--- src/rtl/tvfpu_pkg.sv ---
// Shared types and constants for the TV-L1 primal update block.
`timescale 1ns / 1ps
`default_nettype none

package tvfpu_pkg;

	// Row store depth and the column index width that follows from it.
	localparam int MaxWidth = 1024;
	localparam int ColW = $clog2(MaxWidth);

	// Datapath widths.
	localparam int MsqW = 48;
	localparam int BaseW = 52;
	localparam int DvdW = 80;
	localparam int QuoW = 63;

	// Decoupling queue depth.
	localparam int QDepth = 4;
	localparam int QPtrW = $clog2(QDepth);

	// Configuration register indexes.
	localparam logic [1:0] REG_LAM_THETA = 2'd0;
	localparam logic [1:0] REG_THETA_GAIN = 2'd1;
	localparam logic [1:0] REG_FRAME_WIDTH = 2'd2;
	localparam logic [1:0] REG_FRAME_HEIGHT = 2'd3;

	// Configuration as seen by the datapath.
	typedef struct packed {
		logic [30:0] lam_theta;
		logic [30:0] theta_gain;
		logic [10:0] frame_width;
		logic [15:0] frame_height;
	} cfg_t;

	// Per-pixel data that rides along the divider without change.
	typedef struct packed {
		logic signed [BaseW-1:0] base_u;
		logic signed [BaseW-1:0] base_v;
		logic proj;
		logic neg_u;
		logic neg_v;
		logic frame_end;
	} side_t;

	// One classified pixel passed from the front to the back.
	typedef struct packed {
		side_t side;
		logic [DvdW-1:0] dvd_u;
		logic [DvdW-1:0] dvd_v;
		logic [MsqW-1:0] msq;
	} item_t;

endpackage

`default_nettype wire

--- src/rtl/tvfpu_fifo.sv ---
// Short queue that decouples the classifying front from the dividing back.
`timescale 1ns / 1ps
`default_nettype none

module tvfpu_fifo (
	input  logic clk,
	input  logic arst_n,
	input  logic push,
	input  tvfpu_pkg::item_t push_item,
	output logic full,
	input  logic pop,
	output logic head_valid,
	output tvfpu_pkg::item_t head_item
);

	tvfpu_pkg::item_t slot_q [tvfpu_pkg::QDepth];
	logic [tvfpu_pkg::QPtrW-1:0] wr_q, rd_q;
	logic [tvfpu_pkg::QPtrW:0] cnt_q;

	assign full = (cnt_q == (tvfpu_pkg::QPtrW+1)'(tvfpu_pkg::QDepth));
	assign head_valid = (cnt_q != '0);
	assign head_item = slot_q[rd_q];

	// Entry storage.
	always_ff @(posedge clk) begin
		if (push) begin
			slot_q[wr_q] <= push_item;
		end
	end

	// Pointers and fill count.
	always_ff @(posedge clk or negedge arst_n) begin
		if (!arst_n) begin
			wr_q <= '0;
			rd_q <= '0;
			cnt_q <= '0;
		end else begin
			if (push) begin
				wr_q <= wr_q + 1'b1;
			end
			if (pop) begin
				rd_q <= rd_q + 1'b1;
			end
			unique case ({push, pop})
				2'b10: cnt_q <= cnt_q + 1'b1;
				2'b01: cnt_q <= cnt_q - 1'b1;
				default: cnt_q <= cnt_q;
			endcase
		end
	end

endmodule

`default_nettype wire

--- config.mk ---
export PLATFORM = sky130hd
export DESIGN_NAME = tvfpu_fifo
export DESIGN_NICKNAME = d
export VERILOG_FILES = /design/src/rtl/tvfpu_pkg.sv /design/src/rtl/tvfpu_fifo.sv
export SDC_FILE = /design/constraint.sdc
export NUM_CORES = 1
export LEC_CHECK = 0
export ABC_CLOCK_PERIOD_IN_PS = 14500
export BUFFER_PORTS_ARGS = -buffer_cell sky130_fd_sc_hd__buf_2
export CAP_MARGIN = 25
export CORE_MARGIN = 3
export CORE_UTILIZATION = 35
export CTS_CLUSTER_DIAMETER = 200
export DETAILED_ROUTE_END_ITERATION = 10
export PLACE_DENSITY = 0.63
export SLEW_MARGIN = 25
export SYNTH_ARGS = -nofsm -noshare
export SYNTH_HDL_FRONTEND = slang
export SYNTH_SLANG_ARGS = --single-unit
--- constraint.sdc ---
create_clock -name clk -period 14.5 [get_ports clk]
set_input_delay 4.35 -clock clk [delete_from_list [all_inputs] [get_ports clk]]
set_output_delay 4.35 -clock clk [all_outputs]
set_load 0.1 [all_outputs]
==> impl_metrics.env, run 1 <==
export IMPL_status="complete, no violations"
export IMPL_firstDrtPassIters=5
export IMPL_multi_input_area_um2=7326
export IMPL_synth_top_family_by_area="multiplexers"
export IMPL_syn_nets=2013
export IMPL_cts_tree="yes"
export IMPL_die_area_um2=135500
export IMPL_crit_path_frequent_cell="buf_4"
export IMPL_endpoint_kind="primary output"
export IMPL_netlist_area_leader_share=0.8269
export IMPL_hold_viol=0
export IMPL_yosysUniqueCellTypes=19
export IMPL_core_um2=129800
export IMPL_register_area_um2=38140
export IMPL_grt_setup_unrepaired="no"
export IMPL_ctsHoldBuffers=0
export IMPL_area_delta_synth_final_pct=20.75
export IMPL_maxCapViolCount=0
export IMPL_r2r_slack_ps=10890
export IMPL_hpwl_mm=61.54
export IMPL_rr_endpoint="slot_q[2][192]"
export IMPL_worst_pin_slew_ps=1011
export IMPL_grt_overflow_total=0
export IMPL_die_width_um=368.1
export IMPL_first_iter_violations=1464
export IMPL_worstHoldStart="cnt_q[2]"
export IMPL_routed_wl_mm=97.78
export IMPL_viasPerCell=4.819
export IMPL_grt_max_degree=128
export IMPL_cts_max_path_buffers=3
export IMPL_cts_resized=0
export IMPL_crit_end="head_item[146]"
export IMPL_cts_htree_levels=4
export IMPL_cp_max_fo=62
export IMPL_hp_class="reg2reg"
export IMPL_slowest_delay_ps=930
export IMPL_drive_gt1_frac=0.4640
export IMPL_rows=132
export IMPL_dp_cells=4019
export IMPL_synth_warning_count=0
export IMPL_nNetsFinal=2740
export IMPL_synth_seq_area_share=0.8307
export IMPL_yosysMostFrequentCell="edfxtp_1"
export IMPL_antenna_found_initial=49
export IMPL_track_usage=0.1435
export IMPL_slowest_stage="dfrtp_4"
export IMPL_worst_setup_path_type="reg2out"
export IMPL_synth_top_area_cell="edfxtp_1"
export IMPL_setup_violations=0
export IMPL_ys_seq_elements=1271
export IMPL_num_vias=20630
export IMPL_start_util=0.3536
export IMPL_fin_crit_sh=0.6043
export IMPL_startpoint="rd_q[1]"
export IMPL_postSynthAreaPerCell_um2=27.21
export IMPL_tns_ps=0
export IMPL_clock_latency_ps=740
export IMPL_finalClockSkew_ps=23.65
export IMPL_syn_inst=1687
export IMPL_synth_xor_area_frac=0.001145
export IMPL_reg2reg_depth=5
export IMPL_synth_compound_area_frac=0.0001090
export IMPL_cp_start_kind="register"
export IMPL_fill_cells=11160
export IMPL_slew_headroom=0.3258
export IMPL_final_max_slew_viol_count=0
export IMPL_dieHeight_um=368.1
export IMPL_finalWeightedCongestion=0.7829
export IMPL_synthArstFlopShare=0.005507
export IMPL_crit_chain="buf_4 > buf_4 > mux4_2 > buf_2"
export IMPL_path_clk_slew_ps=60
export IMPL_arrival_ps=4410
export IMPL_synth_simple_area_share=0.001063
export IMPL_synth_adder_area_share=0.001799
export IMPL_ios=638
export IMPL_clkSinkCount=1271
export IMPL_finalNonFillerCells=4282
export IMPL_fmax_mhz=114.1
export IMPL_grt_pass1_vias=22390
export IMPL_synthMuxAreaShare=0.1553
export IMPL_post_cts_setup_buffers=0
export IMPL_root_buffer="clkbuf_16"
export IMPL_netlist_top_cells_count="edfxtp_1 (1264), mux4_2 (316), buf_2 (28)"
export IMPL_min_period_ps=8763
export IMPL_synth_edf_count=1264
export IMPL_synth_area_um2=45900
export IMPL_wire_per_inst_um=22.83
export IMPL_cp_required_ps=10150
export IMPL_drc_errors=0
export IMPL_grt_pass1_wl_mm=146.0
export IMPL_worst_r2r_startpoint="wr_q[0]"
export IMPL_antenna_left=0
export IMPL_numCtsBuffers=133
export IMPL_io_buffers=637
export IMPL_synthTopCellsByArea="edfxtp_1 (83%), mux4_2 (16%), buf_4 (0.44%)"
export IMPL_synthFlopType="edfxtp_1"
per-stage QoR:
stage                     hold slack [ps]  utilization  worst slack (ps)  instance area [um^2]
after floorplan                     448.1            -              2310                 45900
after global placement              462.7       0.3938              6486                 51120
after detailed placement            498.3       0.3938              6449                 51120
after CTS                           506.7       0.4261              5597                 55310
after global routing                555.0       0.4267              5502                 55390
final                               514.0       0.4270              5737                 55430
sequential cells by signal, summed over array words and instances (netlist names):
name and flops:
rd_q 2, wr_q 2, slot_q 1264, cnt_q 3
how the worst min path moves through the flow:
stage	end	slack (ps)	cells after the start
4_1_cts	cnt_q[2]	510	1
3_5_place_dp	cnt_q[2]	500	1
2_1_floorplan	cnt_q[2]	450	1
6_report	cnt_q[2]	510	1
5_1_grt	cnt_q[2]	560	1
3_3_place_gp	cnt_q[2]	460	1
metal layers:
| metal | up-vias | track usage | routed length [um] |
|---|---|---|---|
| met5 | - | 0 | 255 |
| met4 | 36 | 0.04773 | 2382 |
| met3 | 189 | 0.05954 | 9537 |
| met2 | 775 | 0.2381 | 49610 |
| met1 | 10770 | 0.1691 | 35990 |
| li1 | 8864 | - | - |
cells by family after synthesis:
family,count (synthesis)
XOR/XNOR,6
flip-flops,1271
AO/OA/AOI/OAI,1
AND/OR/NAND/NOR,9
multiplexers,317
buffers and inverters,77
adder cells (fa/ha/maj),6
critical path, delay by kind of cell, from the launching register on:
kind	cells	cell delay [ps]
mux	1	420
buf+inv	3	2140
flops	1	930
final cells by class:
class                      instances  area share
sequential                      1271      0.6881
multi-input combinational        339      0.1322
clock buffer                     170     0.06427
timing repair buffer             663     0.06341
tap                             1742     0.03932
clock inverter                    68     0.01126
antenna                           23    0.001038
inverter                           6   0.0004063
cells in the final DEF (no fill, tap or decap):
master,count
buf_12,7
clkbuf_1,32
clkinvlp_4,8
dfrtp_1,5
buf_2,637
buf_16,2
fa_1,1
and3_1,1
bufinv_16,9
and2_4,4
o21ai_0,1
xor2_1,4
diode_2,23
xnor2_1,2
clkbuf_8,1
nor2_1,1
clkbuf_16,137
mux2i_1,1
buf_6,1
ha_1,5
edfxtp_1,1264
buf_4,16
clkinv_2,18
dfrtp_4,2
inv_1,6
inv_6,6
clkinv_1,23
nand2_1,2
mux4_2,316
or3_1,1
clkinv_8,4
Power of run 1 is not shown: default switching activity piles up to over one toggle a cycle in this logic, so the estimate is an artifact.
==> inputs of run 2 (changes only) <==
ABC_AREA = 1   (was not set)
ABC_CLOCK_PERIOD_IN_PS = 8750   (was 14500)
clock period = 8.75 ns   (was 14.5 ns; I/O delays follow)
==> impl_metrics.env, run 2 <==
export IMPL_firstDrtPassIters=5
export IMPL_path_clk_slew_ps=60
export IMPL_rr_endpoint="slot_q[0][147]"
export IMPL_hold_path_depth=2
export IMPL_min_to="cnt_q[2]"
export IMPL_numCtsBuffers=136
export IMPL_dieHeight_um=386.1
export IMPL_die_area_um2=149000
export IMPL_io_buffers=637
export IMPL_grt_setup_unrepaired="no"
export IMPL_place_area_um2=55220
export IMPL_tns_ps=0
export IMPL_reg2reg_depth=6
export IMPL_synth_seq_area_share=0.7543
export IMPL_start_util=0.3549
export IMPL_cp_max_fo=94
export IMPL_crit_chain="buf_4 > buf_4 > o211ai_1 > nand2_1 > buf_2"
export IMPL_cts_htree_levels=4
export IMPL_finalClockSkew_ps=19.90
export IMPL_cts_resized=0
export IMPL_synthArstFlopShare=0.005507
export IMPL_syn_nets=4062
export IMPL_most_common_layout_cells="edfxtp_1 (1264), nand2_1 (959), inv_1 (641)"
export IMPL_worstHoldStart="cnt_q[2]"
export IMPL_first_iter_violations=1926
export IMPL_wire_per_inst_um=17.67
export IMPL_track_usage=0.1462
export IMPL_fin_area_um2=59580
export IMPL_postSynthAreaPerCell_um2=13.53
export IMPL_hold_viol=0
export IMPL_nNetsFinal=4661
export IMPL_grt_pass1_wl_mm=167.8
export IMPL_met1_usage=0.1754
export IMPL_fin_crit_sh=0.7344
export IMPL_clock_latency_ps=740
export IMPL_slowest_stage="dfrtp_4"
export IMPL_grt_overflow_total=0
export IMPL_netlist_area_leader_share=0.7508
export IMPL_synth_top_area_cell="edfxtp_1"
export IMPL_largest_reg_flops=1264
export IMPL_synth_warning_count=0
export IMPL_register_area_um2=38140
export IMPL_num_vias=29360
export IMPL_arrival_ps=3800
export IMPL_synth_area_um2=50550
export IMPL_netlist_top_cells_count="edfxtp_1 (1264), nand2_1 (959), inv_1 (646)"
export IMPL_worst_pin_slew_ps=1165
export IMPL_fmax_mhz=155.6
export IMPL_antenna_found_initial=38
export IMPL_root_buffer="clkbuf_16"
export IMPL_status="complete, no violations"
export IMPL_yosysUniqueCellTypes=19
export IMPL_cp_required_ps=6120
export IMPL_multi_input_area_um2=8623
export IMPL_worst_setup_path_type="reg2out"
export IMPL_slowest_delay_ps=1040
export IMPL_core_um2=142400
export IMPL_cts_max_path_buffers=3
export IMPL_worst_r2r_startpoint="wr_q[0]"
export IMPL_slew_headroom=0.2231
export IMPL_synthFlopType="edfxtp_1"
export IMPL_yosysMostFrequentCell="edfxtp_1"
export IMPL_rows=138
export IMPL_grt_max_degree=241
export IMPL_grt_use_met2=0.2489
export IMPL_final_max_slew_viol_count=0
export IMPL_syn_inst=3736
export IMPL_die_width_um=386.1
export IMPL_top_register="slot_q"
export IMPL_cp_start_kind="register"
export IMPL_area_delta_synth_final_pct=17.85
export IMPL_fill_cells=12980
export IMPL_routed_wl_mm=112.3
export IMPL_grt_util_met3=0.04888
export IMPL_top_usage_layer="met2"
export IMPL_ys_seq_elements=1271
export IMPL_synthTopCellsByArea="edfxtp_1 (75%), o211ai_1 (9.0%), nand2_1 (7.1%)"
export IMPL_grt_pass1_vias=28140
export IMPL_min_period_ps=6426
export IMPL_ios=638
export IMPL_synth_edf_count=1264
export IMPL_endpoint_kind="primary output"
export IMPL_hp_class="reg2reg"
export IMPL_r2r_slack_ps=5500
export IMPL_crit_path_frequent_cell="buf_4"
export IMPL_antenna_left=0
export IMPL_cts_tree="yes"
export IMPL_hpwl_mm=67.47
export IMPL_post_cts_setup_buffers=0
export IMPL_finalWeightedCongestion=0.7623
export IMPL_setup_violations=0
export IMPL_drc_errors=0
export IMPL_drive_gt1_frac=0.1998
export IMPL_final_common_cell="edfxtp_1"
export IMPL_clkSinkCount=1271
export IMPL_maxCapViolCount=0
export IMPL_viasPerCell=4.618
export IMPL_top_regs="slot_q (1264), cnt_q (3)"
export IMPL_ctsHoldBuffers=0
==> run 2: how the worst max path moves through the flow <==
stage / from / to / slack [ps]
global placement: rd_q[1] / head_item[144] / 3150
floorplan: push / slot_q[0][0] / 730
global route: rd_q[0] / head_item[141] / 2020
finish: rd_q[0] / head_item[299] / 2320
detailed placement: rd_q[0] / head_item[299] / 3080
CTS: rd_q[0] / head_item[299] / 2220
==> run 2: cell type report <==
class                      instances  area share
clock inverter                    64     0.01182
antenna                           28    0.001176
tap                             1890     0.03969
timing repair buffer             673     0.06120
inverter                         646     0.04108
multi-input combinational       1607      0.1447
sequential                      1271      0.6402
clock buffer                     178     0.06013
==> run 2: through the flow <==
stage | setup WS [ps] | utilization | cells | hold WS [ps]
floorplan | 733.0 | - | 3736 | 441.7
global placement | 3146 | 0.3877 | 6087 | 453.5
detailed placement | 3082 | 0.3877 | 6087 | 465.9
CTS | 2219 | 0.4177 | 6329 | 478.1
global route | 2018 | 0.4179 | 6338 | 514.4
finish | 2324 | 0.4182 | 6357 | 476.8
==> run 2: kinds of logic (layout without fill, tap and decap cells) <==
kind of cell               count (synthesis)  in the layout  share of synthesized area
and+or+nand+nor                          963            963                    0.07163
DFF                                     1271           1271                     0.7543
buffers and inverters                    858           1561                    0.07514
xor gates and xnor gates                   4              4                  0.0006931
adders and majority gates                  6              6                   0.001634
other                                      0             28                          0
AOI/OAI and AO/OA                        634            634                    0.09662
==> run 2: critical path, delay by kind of cell (launching register included) <==
| kind | cells | cell delay (ps) |
|---|---|---|
| flops | 1 | 1040 |
| compound gates | 1 | 240 |
| buf+inv | 3 | 1470 |
| simple gates | 1 | 160 |
==> run 2: per-layer routing <==
| layer | share of wire | vias up |
|---|---|---|
| li1 | - | 14310 |
| met1 | 0.40 | 14070 |
| met2 | 0.50 | 783 |
| met3 | 0.081 | 184 |
| met4 | 0.023 | 18 |
| met5 | 0.0012 | - |
Power of run 2 is left out for the same reason.
